[config.mk]
export PLATFORM = sky130hd
export DESIGN_NAME = guest_page_table_walker_flat
export DESIGN_NICKNAME = d
export VERILOG_FILES = /design/src/gptw_pkg.sv /design/src/gptw_req_if.sv /design/src/gptw_rsp_if.sv /design/src/guest_page_table_walker.sv /design/src/flat_wrapper.sv
export VERILOG_INCLUDE_DIRS = /design/src /design/src/src
export SDC_FILE = /design/constraint.sdc
export NUM_CORES = 1
export LEC_CHECK = 0
export BUFFER_PORTS_ARGS = -buffer_cell sky130_fd_sc_hd__buf_4
export CAP_MARGIN = 20
export CORE_ASPECT_RATIO = 1.5
export CORE_MARGIN = 4
export CORE_UTILIZATION = 40
export CTS_CLUSTER_SIZE = 12
export DETAILED_ROUTE_END_ITERATION = 12
export PLACE_DENSITY = 0.66
export SLEW_MARGIN = 20
export SYNTH_ARGS = -nofsm -noshare
export SYNTH_HDL_FRONTEND = slang
export SYNTH_SLANG_ARGS = --single-unit
[constraint.sdc]
create_clock -name clk -period 4.68 [get_ports clk]
set_input_delay 0.468 -clock clk [delete_from_list [all_inputs] [get_ports clk]]
set_output_delay 0.468 -clock clk [all_outputs]
set_load 0.05 [all_outputs]
[src/guest_page_table_walker_macros.svh]
`ifndef GUEST_PAGE_TABLE_WALKER_MACROS_SVH
`define GUEST_PAGE_TABLE_WALKER_MACROS_SVH

// same-cycle implication, sampled on clk, off while rst_n is low
`define GPTW_ASSERT_NOW(lbl, ante, cons) \
  lbl: assert property (@(posedge clk) disable iff (!rst_n) (ante) |-> (cons)) \
    else $error("same-cycle check failed");

// next-cycle implication, sampled on clk, off while rst_n is low
`define GPTW_ASSERT_NEXT(lbl, ante, cons) \
  lbl: assert property (@(posedge clk) disable iff (!rst_n) (ante) |=> (cons)) \
    else $error("next-cycle check failed");

`endif

[src/gptw_pkg.sv]
`default_nettype none

package gptw_pkg;

  typedef enum logic [2:0] {
    PH_IDLE = 3'b001,
    PH_WALK = 3'b010,
    PH_DATA = 3'b100
  } phase_t;

  // input transaction kinds
  localparam logic REQ_NEW  = 1'b0;
  localparam logic REQ_RESP = 1'b1;

  // result transaction kinds
  localparam logic [1:0] KIND_RD   = 2'd0;
  localparam logic [1:0] KIND_WR   = 2'd1;
  localparam logic [1:0] KIND_DONE = 2'd2;

  // completion status
  localparam logic [2:0] ST_OK       = 3'd0;
  localparam logic [2:0] ST_MISALIGN = 3'd1;
  localparam logic [2:0] ST_MODE     = 3'd2;
  localparam logic [2:0] ST_NOT_PRES = 3'd3;
  localparam logic [2:0] ST_MEM_ERR  = 3'd4;

  // register indexes
  localparam logic [1:0] REG_CR0  = 2'd0;
  localparam logic [1:0] REG_CR3  = 2'd1;
  localparam logic [1:0] REG_CR4  = 2'd2;
  localparam logic [1:0] REG_EFER = 2'd3;

  localparam int CR0_PG    = 31;
  localparam int CR4_PAE   = 5;
  localparam int CR4_LA57  = 12;
  localparam int EFER_LMA  = 10;
  localparam int PTE_P     = 0;
  localparam int PTE_PS    = 7;

  localparam logic [2:0] LVL_PML4 = 3'd4;
  localparam logic [2:0] LVL_PDPT = 3'd3;
  localparam logic [2:0] LVL_PD   = 3'd2;
  localparam logic [2:0] LVL_PT   = 3'd1;
  localparam logic [2:0] LVL_NONE = 3'd0;

  // 9-bit table index of a linear address at a walk level
  function automatic logic [8:0] tbl_index(input logic [63:0] addr, input logic [2:0] lvl);
    logic [1:0] sel;
    sel = 2'(lvl - 3'd1);
    unique case (sel)
      2'd3: tbl_index = addr[47:39];
      2'd2: tbl_index = addr[38:30];
      2'd1: tbl_index = addr[29:21];
      2'd0: tbl_index = addr[20:12];
    endcase
  endfunction

endpackage

`default_nettype wire

[src/gptw_req_if.sv]
`default_nettype none

interface gptw_req_if;
  logic        valid;
  logic        ready;
  logic        kind;
  logic [63:0] linear_address;
  logic        is_write;
  logic [63:0] write_data;
  logic [63:0] read_data;
  logic        mem_ok;

  modport source (
    output valid, kind, linear_address, is_write, write_data, read_data, mem_ok,
    input  ready
  );
  modport sink (
    input  valid, kind, linear_address, is_write, write_data, read_data, mem_ok,
    output ready
  );
endinterface

`default_nettype wire

[src/gptw_rsp_if.sv]
`default_nettype none

interface gptw_rsp_if;
  logic        valid;
  logic        ready;
  logic [1:0]  out_kind;
  logic [51:0] phys_address;
  logic [63:0] store_data;
  logic [63:0] read_value;
  logic [2:0]  status;

  modport source (
    output valid, out_kind, phys_address, store_data, read_value, status,
    input  ready
  );
  modport sink (
    input  valid, out_kind, phys_address, store_data, read_value, status,
    output ready
  );
endinterface

`default_nettype wire

[src/guest_page_table_walker.sv]
// a result transaction sits in the output register in the cycle after its input
// throughput: one input transaction per cycle while the output is not stalled; all
// decode is combinational between the input handshake and the output register
// input is stalled only while the output register is full and not being drained
// rst_n is synchronous, active low: clears the walk state, output valid and the
// four guest registers
`default_nettype none

module guest_page_table_walker (
  input  wire logic        clk,
  input  wire logic        rst_n,
  gptw_req_if.sink         in_chan,
  gptw_rsp_if.source       out_chan,
  input  wire logic        psel,
  input  wire logic        penable,
  input  wire logic        pwrite,
  input  wire logic [4:0]  paddr,
  input  wire logic [63:0] pwdata,
  output logic      [63:0] prdata,
  output logic             pready
);

`include "guest_page_table_walker_macros.svh"

  logic [63:0] cr0_r, cr3_r, cr4_r, efer_r;

  gptw_pkg::phase_t phase_r, phase_nxt;
  logic [2:0]  level_r, level_nxt;
  logic [63:0] saddr_r, saddr_nxt;
  logic        swrite_r, swrite_nxt;
  logic [63:0] sdata_r, sdata_nxt;

  logic        out_valid_r;
  logic [1:0]  out_kind_r;
  logic [51:0] out_pa_r;
  logic [63:0] out_sd_r;
  logic [63:0] out_rv_r;
  logic [2:0]  out_st_r;

  logic        acc;
  logic        cfg_wr;
  logic        mode_ok;
  logic        busy;
  logic        res_valid;
  logic [1:0]  res_kind;
  logic [51:0] res_pa;
  logic [63:0] res_sd;
  logic [63:0] res_rv;
  logic [2:0]  res_st;

  // configuration port
  assign pready = 1'b1;
  assign cfg_wr = psel && penable && pwrite && pready;

  always_comb begin
    unique case (paddr[4:3])
      gptw_pkg::REG_CR0:  prdata = cr0_r;
      gptw_pkg::REG_CR3:  prdata = cr3_r;
      gptw_pkg::REG_CR4:  prdata = cr4_r;
      gptw_pkg::REG_EFER: prdata = efer_r;
    endcase
  end

  always_ff @(posedge clk) begin
    if (!rst_n) begin
      cr0_r  <= '0;
      cr3_r  <= '0;
      cr4_r  <= '0;
      efer_r <= '0;
    end else if (cfg_wr) begin
      unique case (paddr[4:3])
        gptw_pkg::REG_CR0:  cr0_r  <= pwdata;
        gptw_pkg::REG_CR3:  cr3_r  <= pwdata;
        gptw_pkg::REG_CR4:  cr4_r  <= pwdata;
        gptw_pkg::REG_EFER: efer_r <= pwdata;
      endcase
    end
  end

  // handshake
  assign in_chan.ready = !out_valid_r || out_chan.ready;
  assign acc = in_chan.valid && in_chan.ready;

  assign mode_ok = cr0_r[gptw_pkg::CR0_PG] && cr4_r[gptw_pkg::CR4_PAE] &&
                   efer_r[gptw_pkg::EFER_LMA] && !cr4_r[gptw_pkg::CR4_LA57];
  assign busy = (phase_r == gptw_pkg::PH_WALK) || (phase_r == gptw_pkg::PH_DATA);

  // per-transaction decode
  always_comb begin
    phase_nxt  = phase_r;
    level_nxt  = level_r;
    saddr_nxt  = saddr_r;
    swrite_nxt = swrite_r;
    sdata_nxt  = sdata_r;
    res_valid  = 1'b0;
    res_kind   = gptw_pkg::KIND_RD;
    res_pa     = '0;
    res_sd     = '0;
    res_rv     = '0;
    res_st     = gptw_pkg::ST_OK;

    if (acc) begin
      if (in_chan.kind == gptw_pkg::REQ_NEW) begin
        if (!busy) begin
          saddr_nxt  = in_chan.linear_address;
          swrite_nxt = in_chan.is_write;
          sdata_nxt  = in_chan.write_data;
          res_valid  = 1'b1;
          priority if (in_chan.linear_address[2:0] != 3'd0) begin
            res_kind  = gptw_pkg::KIND_DONE;
            res_st    = gptw_pkg::ST_MISALIGN;
            phase_nxt = gptw_pkg::PH_IDLE;
            level_nxt = gptw_pkg::LVL_NONE;
          end else if (!mode_ok) begin
            res_kind  = gptw_pkg::KIND_DONE;
            res_st    = gptw_pkg::ST_MODE;
            phase_nxt = gptw_pkg::PH_IDLE;
            level_nxt = gptw_pkg::LVL_NONE;
          end else begin
            phase_nxt = gptw_pkg::PH_WALK;
            level_nxt = gptw_pkg::LVL_PML4;
            res_pa    = {cr3_r[51:12],
                         gptw_pkg::tbl_index(in_chan.linear_address, gptw_pkg::LVL_PML4),
                         3'b000};
          end
        end
      end else begin
        unique case (phase_r)
          gptw_pkg::PH_DATA: begin
            res_valid = 1'b1;
            res_kind  = gptw_pkg::KIND_DONE;
            res_st    = in_chan.mem_ok ? gptw_pkg::ST_OK : gptw_pkg::ST_MEM_ERR;
            res_rv    = (in_chan.mem_ok && !swrite_r) ? in_chan.read_data : 64'd0;
            phase_nxt = gptw_pkg::PH_IDLE;
            level_nxt = gptw_pkg::LVL_NONE;
          end
          gptw_pkg::PH_WALK: begin
            res_valid = 1'b1;
            priority if (!in_chan.mem_ok) begin
              res_kind  = gptw_pkg::KIND_DONE;
              res_st    = gptw_pkg::ST_MEM_ERR;
              phase_nxt = gptw_pkg::PH_IDLE;
              level_nxt = gptw_pkg::LVL_NONE;
            end else if (!in_chan.read_data[gptw_pkg::PTE_P]) begin
              res_kind  = gptw_pkg::KIND_DONE;
              res_st    = gptw_pkg::ST_NOT_PRES;
              phase_nxt = gptw_pkg::PH_IDLE;
              level_nxt = gptw_pkg::LVL_NONE;
            end else if (level_r == gptw_pkg::LVL_PDPT &&
                         in_chan.read_data[gptw_pkg::PTE_PS]) begin
              phase_nxt = gptw_pkg::PH_DATA;
              res_kind  = swrite_r ? gptw_pkg::KIND_WR : gptw_pkg::KIND_RD;
              res_sd    = swrite_r ? sdata_r : 64'd0;
              res_pa    = {in_chan.read_data[51:30], saddr_r[29:0]};
            end else if (level_r == gptw_pkg::LVL_PD &&
                         in_chan.read_data[gptw_pkg::PTE_PS]) begin
              phase_nxt = gptw_pkg::PH_DATA;
              res_kind  = swrite_r ? gptw_pkg::KIND_WR : gptw_pkg::KIND_RD;
              res_sd    = swrite_r ? sdata_r : 64'd0;
              res_pa    = {in_chan.read_data[51:21], saddr_r[20:0]};
            end else if (level_r <= gptw_pkg::LVL_PT) begin
              phase_nxt = gptw_pkg::PH_DATA;
              res_kind  = swrite_r ? gptw_pkg::KIND_WR : gptw_pkg::KIND_RD;
              res_sd    = swrite_r ? sdata_r : 64'd0;
              res_pa    = {in_chan.read_data[51:12], saddr_r[11:0]};
            end else begin
              level_nxt = level_r - 3'd1;
              res_pa    = {in_chan.read_data[51:12],
                           gptw_pkg::tbl_index(saddr_r, level_r - 3'd1),
                           3'b000};
            end
          end
          default: begin
          end
        endcase
      end
    end
  end

  // walk state
  always_ff @(posedge clk) begin
    if (!rst_n) begin
      phase_r  <= gptw_pkg::PH_IDLE;
      level_r  <= gptw_pkg::LVL_NONE;
      saddr_r  <= '0;
      swrite_r <= 1'b0;
      sdata_r  <= '0;
    end else begin
      phase_r  <= phase_nxt;
      level_r  <= level_nxt;
      saddr_r  <= saddr_nxt;
      swrite_r <= swrite_nxt;
      sdata_r  <= sdata_nxt;
    end
  end

  // output register
  always_ff @(posedge clk) begin
    if (!rst_n) begin
      out_valid_r <= 1'b0;
    end else if (acc && res_valid) begin
      out_valid_r <= 1'b1;
    end else if (out_chan.ready) begin
      out_valid_r <= 1'b0;
    end
  end

  always_ff @(posedge clk) begin
    if (acc && res_valid) begin
      out_kind_r <= res_kind;
      out_pa_r   <= res_pa;
      out_sd_r   <= res_sd;
      out_rv_r   <= res_rv;
      out_st_r   <= res_st;
    end
  end

  assign out_chan.valid        = out_valid_r;
  assign out_chan.out_kind     = out_kind_r;
  assign out_chan.phys_address = out_pa_r;
  assign out_chan.store_data   = out_sd_r;
  assign out_chan.read_value   = out_rv_r;
  assign out_chan.status       = out_st_r;

  `GPTW_ASSERT_NOW(a_walk_level_range, phase_r == gptw_pkg::PH_WALK,
    level_r >= gptw_pkg::LVL_PT && level_r <= gptw_pkg::LVL_PML4)
  `GPTW_ASSERT_NOW(a_stall_blocks_input, out_valid_r && !out_chan.ready, !in_chan.ready)
  `GPTW_ASSERT_NEXT(a_idle_request_answered,
    acc && in_chan.kind == gptw_pkg::REQ_NEW && phase_r == gptw_pkg::PH_IDLE, out_valid_r)
  `GPTW_ASSERT_NEXT(a_done_returns_idle, acc && res_valid && res_kind == gptw_pkg::KIND_DONE,
    phase_r == gptw_pkg::PH_IDLE && level_r == gptw_pkg::LVL_NONE)
  `GPTW_ASSERT_NOW(a_request_status_ok, out_valid_r && out_kind_r != gptw_pkg::KIND_DONE,
    out_st_r == gptw_pkg::ST_OK)

endmodule

`default_nettype wire

[src/flat_wrapper.sv]
// flat-port wrapper written by rule: the top's interface ports become plain ports
module guest_page_table_walker_flat 
  (clk, rst_n, psel, penable, pwrite, paddr, pwdata, prdata, pready, in_chan_valid, in_chan_kind, in_chan_linear_address, in_chan_is_write, in_chan_write_data, in_chan_read_data, in_chan_mem_ok, in_chan_ready, out_chan_valid, out_chan_out_kind, out_chan_phys_address, out_chan_store_data, out_chan_read_value, out_chan_status, out_chan_ready);
  gptw_req_if in_chan_i ();
  gptw_rsp_if out_chan_i ();
  input  wire logic clk;
  input  wire logic rst_n;
  input  wire logic psel;
  input  wire logic penable;
  input  wire logic pwrite;
  input  wire logic [4:0] paddr;
  input  wire logic [63:0] pwdata;
  output logic      [63:0] prdata;
  output logic pready;
  input wire logic [$bits(in_chan_i.valid)-1:0] in_chan_valid;
  input wire logic [$bits(in_chan_i.kind)-1:0] in_chan_kind;
  input wire logic [$bits(in_chan_i.linear_address)-1:0] in_chan_linear_address;
  input wire logic [$bits(in_chan_i.is_write)-1:0] in_chan_is_write;
  input wire logic [$bits(in_chan_i.write_data)-1:0] in_chan_write_data;
  input wire logic [$bits(in_chan_i.read_data)-1:0] in_chan_read_data;
  input wire logic [$bits(in_chan_i.mem_ok)-1:0] in_chan_mem_ok;
  output wire logic [$bits(in_chan_i.ready)-1:0] in_chan_ready;
  output wire logic [$bits(out_chan_i.valid)-1:0] out_chan_valid;
  output wire logic [$bits(out_chan_i.out_kind)-1:0] out_chan_out_kind;
  output wire logic [$bits(out_chan_i.phys_address)-1:0] out_chan_phys_address;
  output wire logic [$bits(out_chan_i.store_data)-1:0] out_chan_store_data;
  output wire logic [$bits(out_chan_i.read_value)-1:0] out_chan_read_value;
  output wire logic [$bits(out_chan_i.status)-1:0] out_chan_status;
  input wire logic [$bits(out_chan_i.ready)-1:0] out_chan_ready;
  assign in_chan_i.valid = in_chan_valid;
  assign in_chan_i.kind = in_chan_kind;
  assign in_chan_i.linear_address = in_chan_linear_address;
  assign in_chan_i.is_write = in_chan_is_write;
  assign in_chan_i.write_data = in_chan_write_data;
  assign in_chan_i.read_data = in_chan_read_data;
  assign in_chan_i.mem_ok = in_chan_mem_ok;
  assign in_chan_ready = in_chan_i.ready;
  assign out_chan_valid = out_chan_i.valid;
  assign out_chan_out_kind = out_chan_i.out_kind;
  assign out_chan_phys_address = out_chan_i.phys_address;
  assign out_chan_store_data = out_chan_i.store_data;
  assign out_chan_read_value = out_chan_i.read_value;
  assign out_chan_status = out_chan_i.status;
  assign out_chan_i.ready = out_chan_ready;
  guest_page_table_walker u_core (.clk(clk), .rst_n(rst_n), .in_chan(in_chan_i), .out_chan(out_chan_i), .psel(psel), .penable(penable), .pwrite(pwrite), .paddr(paddr), .pwdata(pwdata), .prdata(prdata), .pready(pready));
endmodule
==> results.toml, run 1 <==
[run_status]
outcome = "completed"

[grt]
grt_pass1_vias = 17835
grt_max_degree = 197
grt_pass1_wl_um = 106200
antenna_found_initial = 11
grtUsageTotal_pct = 21.88
grt-ovfl-total = 0

[critical_path]
critPathSlowestCell = "and3_2"
path_class = "reg -> reg"
crit_family = "simple AND/OR/NAND/NOR gates"
path_buf_inv = 0
cp_max_fo = 65
critical_path.cell_chain = "nand2b_4, or3_4, nor2_4, and3_2, and2_1"
worstPathArrival_ns = 3.43
end_kind = "flop"
max_stage_delay_ns = 1.00
start_kind = "flop"
worstPathRequired_ns = 5.14

[cts]
worstSkewPairLatency_ns = 0.61
tritoncts = "done"
cts.path.max_buffers = 3
cts_buffers = 55
clockRootBuffer = "clkbuf_16"
htree_levels = 2
holdBufCountCts = 0
numClockSinks = 561
cts_setup_buffers = 0
path_clk_slew_ns = 0.07
ctsResizeCount = 0

[timing]
fin_tns_setup_ns = 0
skew_ns = 0.02037
finalCriticalPeriod_ns = 2.976
slew_violations = 0
relSlewSlack_pct = 27.35
rsz0062_at_grt = "no"
tightest_slew_ns = 1.090
finalSetupViolations = 0
max_freq_mhz = 336.0
fin_crit_sh_pct = 63.59
hold_viol = 0

[detailed_routing]
drt.antenna.violating_nets = 0
drt-pass1-iter-count = 7
vias = 17894
vias_per_cell = 5.146
wire_per_inst_um = 20.51
drc = 0
wl_um = 71300
drt_iter0_drc = 1042

[logic_synthesis]
ys_ff_latch = 561
syn_area_um2 = 23080
yosysSeqAreaShare_pct = 56.68
avgSynthCellArea_um2 = 10.27
synth_area_leaders = "dfxtp_1, edfxtp_1, nand2_1"
synth_edf_count = 185
synth_fp_nets = 2526
synth.top_cell.area_share_pct = 32.61
ys.flop_type = "dfxtp_1"
synth.distinct_cells = 51
ys_warn_count = 0
syn_inst = 2247
synthTopCellsByCount = "nand2_1, dfxtp_1, a21boi_0, edfxtp_1, and2_1"
synth_largest_area_cell = "dfxtp_1"
synthArstFlopShare_pct = 0
yosys.cell_count.top_type = "nand2_1"

[placed_design]
io_buffers = 502
hpwl_um = 47580
place_congestion = 0.8472

[job]
drv_cap = 0

[die]
pin_count = 523
die_area_um2 = 61680
core.rowCount = 107
coreArea_um2 = 57030
start_util_pct = 40.47
die_h_um = 302.2
die-width_um = 204.1

[cells_and_area]
fillCellCount = 5162
finalNetCount = 2938
areaGrowthSynthToFinish_pct = 26.24
drive_gt1_share_pct = 25.54

[worst_hold_path]
hold_class = "in -> reg"

[power_and_ir_drop]
power.leakage_nw = 10.79
powerDensity_nw_per_um2 = 356.3
max-vdd-ir-drop_mv = 0.2816
power_mw = 10.38
-- worst reg2reg max path: cells and delay by family (launching register included) --
family	cells	cell delay (ns)
AND/OR/NAND/NOR	5	2.49
flip-flops	1	0.36
-- worst paths after layout --
kind | from | to | slack (ns) | cells past startpoint
max reg2reg | u_core.phase_r[2] | u_core.out_chan.store_data[26] | 1.70 | 5
min reg2reg | u_core.sdata_r[6] | u_core.sdata_r[6] | 0.46 | 2
max | u_core.phase_r[2] | u_core.out_chan.store_data[26] | 1.70 | 5
min | in_chan_linear_address[17] | u_core.saddr_r[17] | 0.13 | 3
-- per-layer routing --
layer	routed length [µm]	GRT usage (%)	vias up
met5	0	0	-
met4	2410	8.380	0
met3	5596	5.673	130
met2	35820	37.88	599
met1	27470	26.12	8681
li1	-	-	8484
-- cells in the final DEF (no fill, tap or decap), types with 2 or more instances in the layout --
cell type    n
nand2_1    768
buf_4      518
dfxtp_1    376
a21boi_0   370
edfxtp_1   185
and2_1     131
mux4_2      64
clkbuf_16   56
clkbuf_1    33
a22o_1      22
o21ai_0     22
nor2_1      18
a22oi_1     15
diode_2     12
a222oi_1    12
mux2i_1     10
a21oi_1      9
mux2_2       9
ha_1         8
clkbuf_8     6
buf_12       6
inv_1        4
and3_1       4
and3_2       3
nor3b_1      3
nand2b_4     2
a211o_1      2
a32o_1       2
nor2_4       2
or3_1        2
nand3b_1     2
o311ai_0     2
-- flip-flops by register name (all words and copies together), names as in the netlist --
register                      cells
u_core.cr0_r                     64
u_core.cr3_r                     64
u_core.cr4_r                     64
u_core.efer_r                    64
u_core.out_chan.read_value       64
u_core.out_chan.store_data       64
u_core.sdata_r                   64
u_core.out_chan.phys_address     52
u_core.saddr_r                   48
u_core.level_r                    3
u_core.out_chan.status            3
u_core.phase_r                    3
u_core.out_chan.out_kind          2
u_core.out_chan.valid             1
u_core.swrite_r                   1
-- area by class of cell --
cell class	instances	area, µm²	area share, %
Clock inverter	5	68.82	0.2362
Sequential cell	561	13080	44.90
Clock buffer	95	1608	5.518
Tap cell	763	954.7	3.277
Multi-Input combinational cell	1509	9331	32.03
Antenna cell	12	30.03	0.1031
Timing Repair Buffer	526	4035	13.85
Inverter	6	26.28	0.09018
-- where the power goes --
part	internal (mW)	switching, mW	leakage (nW)	total [mW]
sequential	5.15	0.0602	4.84	5.21
clock	2.37	1.88	0.806	4.25
combinational	0.353	0.573	5.15	0.925
-- kinds of logic (layout without fill, tap and decap cells) --
kind of cell	Yosys count	in the layout	share of synthesized area, %
other cells	1	13	0.01625
fa+ha+maj	8	8	0.4337
mux	83	83	7.118
buf+inv	177	632	3.161
compound gates	462	462	15.03
simple gates	955	955	17.56
flops	561	561	56.68
-- metrics by stage --
stage,hold slack (ns),cells,cell area (µm²),utilization (%),setup WS (ns)
global route,0.09607,3472,29120,51.07,1.527
detailed placement,0.4528,3365,27430,48.09,1.440
finish,0.1337,3477,29140,51.09,1.704
floorplan,0.4388,2247,23090,-,0.08779
CTS,0.08995,3465,29100,51.03,1.451
global placement,0.4461,3365,27430,48.09,1.416
Power figures use the tool's default switching activity.
==> inputs of run 2 (changes only) <==
--- a/config.mk
+++ b/config.mk
@@ -13,7 +13,7 @@
 export CORE_UTILIZATION = 40
 export CTS_CLUSTER_SIZE = 12
 export DETAILED_ROUTE_END_ITERATION = 12
-export PLACE_DENSITY = 0.66
+export PLACE_DENSITY = 0.64
 export SLEW_MARGIN = 20
 export SYNTH_ARGS = -nofsm -noshare
 export SYNTH_HDL_FRONTEND = slang
==> constraint.sdc (replaced) <==
create_clock -name clk -period 2.8 [get_ports clk]
set_input_delay 0.28 -clock clk [delete_from_list [all_inputs] [get_ports clk]]
set_output_delay 0.28 -clock clk [all_outputs]
set_load 0.05 [all_outputs]
==> run 2 against run 1 <==
Clock power is 63% higher; fmax is 26% higher; wire length is 6.6% higher; final area is 9.2% higher; global-route usage is 1.8 points higher; critical path type unchanged; largest cell class unchanged.
==> results.toml, run 2 (synthesis results as in run 1) <==
[critical_path]
max_stage_delay_ns = 0.87
r2r_start = "u_core.phase_r[2]"
cp_max_fo = 65
critPathSlowestCell = "and3_2"
critical_path.cell_chain = "nand2b_4, or3_4, nor2_4, and3_2, and2_1"
start_kind = "flop"
worstPathArrival_ns = 2.80
reg2reg_to = "u_core.out_chan.store_data[18]"
end_kind = "flop"
path_class = "reg -> reg"
worstPathRequired_ns = 3.25
rr_worst_depth = 5
r2r_slack_ns = 0.45

[timing]
finalSetupViolations = 0
fin_crit_sh_pct = 84.03
fin_tns_setup_ns = 0
slew_violations = 0
max_freq_mhz = 425.0
relSlewSlack_pct = 30.69
finalCriticalPeriod_ns = 2.353
tightest_slew_ns = 1.040
rsz0062_at_grt = "no"
skew_ns = 0.01744
hold_viol = 0

[cts]
worstSkewPairLatency_ns = 0.60
ctsResizeCount = 0
clockRootBuffer = "clkbuf_16"
cts_buffers = 55
cts.path.max_buffers = 3
cts_setup_buffers = 0
htree_levels = 2
path_clk_slew_ns = 0.06
tritoncts = "done"
numClockSinks = 561

[detailed_routing]
wl_um = 76020
drt-pass1-iter-count = 5
vias_per_cell = 5.068
wire_per_inst_um = 20.40
vias = 18883
drt_iter0_drc = 1022
drc = 0
drt.antenna.violating_nets = 0

[worst_hold_path]
min_from = "in_chan_read_data[29]"
hold_class = "in -> reg"
hold_end = "u_core.out_chan.read_value[29]"
holdPathStages = 2

[power_and_ir_drop]
max-vdd-ir-drop_mv = 0.5420
power.leakage_nw = 11.94
powerDensity_nw_per_um2 = 550.2

[cells_and_area]
finalNetCount = 3197
areaGrowthSynthToFinish_pct = 37.89
final_cell_mix = "nand2_1, buf_4, dfxtp_1"
fillCellCount = 4898
final_util_pct = 55.80
final_common_cell = "nand2_1"
drive_gt1_share_pct = 24.06

[die]
die_area_um2 = 61680
pin_count = 523
die_h_um = 302.2
start_util_pct = 40.47
coreArea_um2 = 57030
core.rowCount = 107
die-width_um = 204.1

[grt]
antenna_found_initial = 7
grt_max_degree = 116
grt-ovfl-total = 0
grt_pass1_wl_um = 114900
grt_pass1_vias = 19787
grtUsageTotal_pct = 23.70

[placed_design]
io_buffers = 502
hpwl_um = 50200
place_congestion = 0.8377

[run_status]
outcome = "completed"

[job]
drv_cap = 0
[run 2: worst max path at each step]
stage / slack [ns] / startpoint / endpoint / depth (start not counted)
after floorplan: -1.31 / u_core.out_chan.valid / u_core.out_chan.out_kind[0] / 5
final: 0.45 / u_core.phase_r[2] / u_core.out_chan.store_data[18] / 5
after detailed placement: 0.47 / u_core.phase_r[2] / u_core.out_chan.store_data[18] / 5
after CTS: 0.45 / u_core.phase_r[2] / u_core.out_chan.store_data[18] / 5
after global routing: 0.26 / u_core.level_r[1] / u_core.out_chan.store_data[21] / 6
after global placement: 0.52 / u_core.phase_r[2] / u_core.out_chan.store_data[18] / 5
[run 2: worst max-delay path, delay by kind of cell (launching register included)]
kind,cells,cell delay [ns]
and+or+nand+nor,5,1.82
DFF,1,0.35
[run 2: timing repair]
action	in CTS	in global routing
endpoints found under the hold margin	453	0
hold buffers	238	0
endpoints found under the setup margin	0	0
[run 2: layout make-up]
| type | count | area [µm²] | area share [%] |
|---|---|---|---|
| sequential | 561 | 13090 | 41.12 |
| timing repair buffer | 785 | 6771 | 21.28 |
| tap | 763 | 954.7 | 3.000 |
| clock inverter | 7 | 56.30 | 0.1769 |
| inverter | 6 | 26.28 | 0.08256 |
| antenna | 4 | 10.01 | 0.03145 |
| clock buffer | 91 | 1563 | 4.911 |
| multi-input combinational | 1509 | 9356 | 29.40 |
[run 2: through the flow]
step	hold WS (ns)	total power, mW	cells	area, µm²	worst slack, ns
floorplan	0.4249	9.735	2247	23110	-1.313
global placement	0.4455	10.47	3386	27810	0.5162
detailed placement	0.4512	10.50	3386	27810	0.4740
global route	0.01650	18.12	3724	31820	0.2622
CTS	0.001096	17.68	3722	31810	0.4456
finish	0.03876	17.51	3726	31820	0.4472
[run 2: report_power, final]
part	switching [mW]	total (mW)	internal, mW
Combinational	1.05	1.89	0.835
Clock	3.12	6.91	3.79
Sequential	0.113	8.72	8.60
Total	4.28	17.5	13.2
[run 2: layer usage]
layer  routed length, µm  GRT usage, %  share of wire [%]
met5                  28             0              0.037
met4                2456         7.997                3.2
met3                5855         6.134                7.7
met2               39000         43.06                 51
met1               28680         26.99                 38
==> inputs of run 3 (changes only) <==
==> constraint.sdc (replaced) <==
create_clock -name clk -period 2.2 [get_ports clk]
set_input_delay 0.22 -clock clk [delete_from_list [all_inputs] [get_ports clk]]
set_output_delay 0.22 -clock clk [all_outputs]
set_load 0.05 [all_outputs]
==> run 3 against run 2 <==
Final cell count increased by 0.64%; core utilization increased by 0.54 points; combinational power increased by 29%; non-clock buffer count increased by 21; setup slack got worse by 0.31 ns; sequential power increased by 27%; worst hold slack improved by 0.011 ns; via count increased by 1.1%; power increased by 29%; critical path depth increased by 1.
==> results.toml, run 3 (synthesis results as in run 1) <==
[detailed_routing]
vias_per_cell = 5.089
wl_met3_um = 5564
wire_per_inst_um = 20.44
met2WireLength_um = 39170
route.layer.met1.wl_um = 29250
drc = 0
routed.top_layer = "met5"
drt_iter0_drc = 1102
vias = 19083
drt-pass1-iter-count = 7
wl_um = 76660
drt.antenna.violating_nets = 0

[timing]
finalCriticalPeriod_ns = 2.062
slew_violations = 0
relSlewSlack_pct = 59.27
fin_crit_sh_pct = 93.72
tightest_slew_ns = 0.6110
finalSetupViolations = 0
skew_ns = 0.02224
max_freq_mhz = 485.0
rsz0062_at_grt = "no"
hold_viol = 0
whs_ns = 0.04979

[run_status]
outcome = "completed"

[critical_path]
start_kind = "flop"
worstPathRequired_ns = 2.53
worstPathArrival_ns = 2.39
cp_max_fo = 5
end_kind = "flop"
path_class = "reg -> reg"

[die]
die_area_um2 = 61680
coreArea_um2 = 57030
die-width_um = 204.1
pin_count = 523
core.rowCount = 107
start_util_pct = 40.47
die_h_um = 302.2

[cells_and_area]
areaGrowthSynthToFinish_pct = 39.23
final_cells = 3750
final_area_um2 = 32130
fillCellCount = 4795
finalNetCount = 3218
drive_gt1_share_pct = 24.64
final_common_cell = "nand2_1"
multi_input_area_um2 = 9359
final_cell_mix = "nand2_1, buf_4, dfxtp_1"
regArea_um2 = 13090

[cts]
cts_setup_buffers = 0
worstSkewPairLatency_ns = 0.61
htree_levels = 2
cts_buffers = 55
numClockSinks = 561
clockRootBuffer = "clkbuf_16"
cts.path.max_buffers = 3
tritoncts = "done"
path_clk_slew_ns = 0.06

[job]
drv_cap = 0

[grt]
grt_pass1_wl_um = 115500
grt_max_degree = 135
grt_pass1_vias = 19981
grtUsageTotal_pct = 23.92
grt-ovfl-total = 0
antenna_found_initial = 11

[power_and_ir_drop]
max-vdd-ir-drop_mv = 0.6146
powerDensity_nw_per_um2 = 703.0
power.leakage_nw = 12.10
power_mw = 22.59

[placed_design]
dp.cells = 3402
place_area_um2 = 27980
io_buffers = 502
place_congestion = 0.8633
hpwl_um = 50880

[worst_hold_path]
hold_class = "in -> reg"
## run 3: cell count changes in the layout (fill, tap and decap cells not counted)
cell / change
and2_1: -1
bufinv_16: +1
clkinv_4: +1
clkinvlp_4: -1
diode_2: +4
inv_6: -1
buf_4: +12
and2_4: +1
dlygate4sd3_1: +5
clkbuf_8: +6
buf_12: +4
clkbuf_1: -6
inv_4: -1
## run 3: power breakdown
group,leakage [nW],internal [mW],switching (mW),total [mW]
Combinational,6.44,1.08,1.35,2.43
Clock,0.821,5.11,3.95,9.07
Sequential,4.84,10.9,0.146,11.1
## run 3: area by class of cell
cell class	count	share of cell area, %
Clock buffer	91	5.050
Inverter	6	0.08177
Timing Repair Buffer	806	21.76
Sequential cell	561	40.73
Tap cell	763	2.971
Multi-Input combinational cell	1509	29.13
Clock inverter	6	0.2258
Antenna cell	8	0.06230
## run 3: what timing repair did
| item | in CTS | in global routing |
|---|---|---|
| hold endpoints to repair | 471 | 0 |
| gates resized for setup | 0 | 2 |
| setup endpoints to repair | 0 | 7 |
| hold buffers | 243 | 0 |
## run 3: final timing paths
kind	to	cells past startpoint	start	slack, ns
worst max-delay path	u_core.out_chan.phys_address[4]	6	u_core.level_r[1]	0.14
worst min-delay path	u_core.efer_r[9]	2	rst_n	0.05
worst max register to register	u_core.out_chan.phys_address[4]	6	u_core.level_r[1]	0.14
worst min register to register	u_core.sdata_r[30]	2	u_core.sdata_r[30]	0.46
## run 3: routing by layer
metal,vias up,global-route usage (%)
met1,9233,27.80
met2,672,42.88
met3,148,5.855
met5,-,0
li1,9026,-
met4,4,8.476
## run 3: worst max-delay path, stage by stage, from the launching register on
cell	delay, ns
dfxtp_1	0.40
inv_1	0.12
ha_1	0.24
a222oi_1	0.43
o21ai_0	0.14
a222oi_1	0.39
nor2_1	0.08
## run 3: through the flow
stage	setup TNS [ns]	util, %	setup WS [ns]
3_5_place_dp	0	49.07	0.06505
4_1_cts	0	56.30	0.05457
6_report	0	56.34	0.1382
3_3_place_gp	0	49.07	0.1552
5_1_grt	0	56.33	0.03913
2_1_floorplan	-353.98	-	-1.913
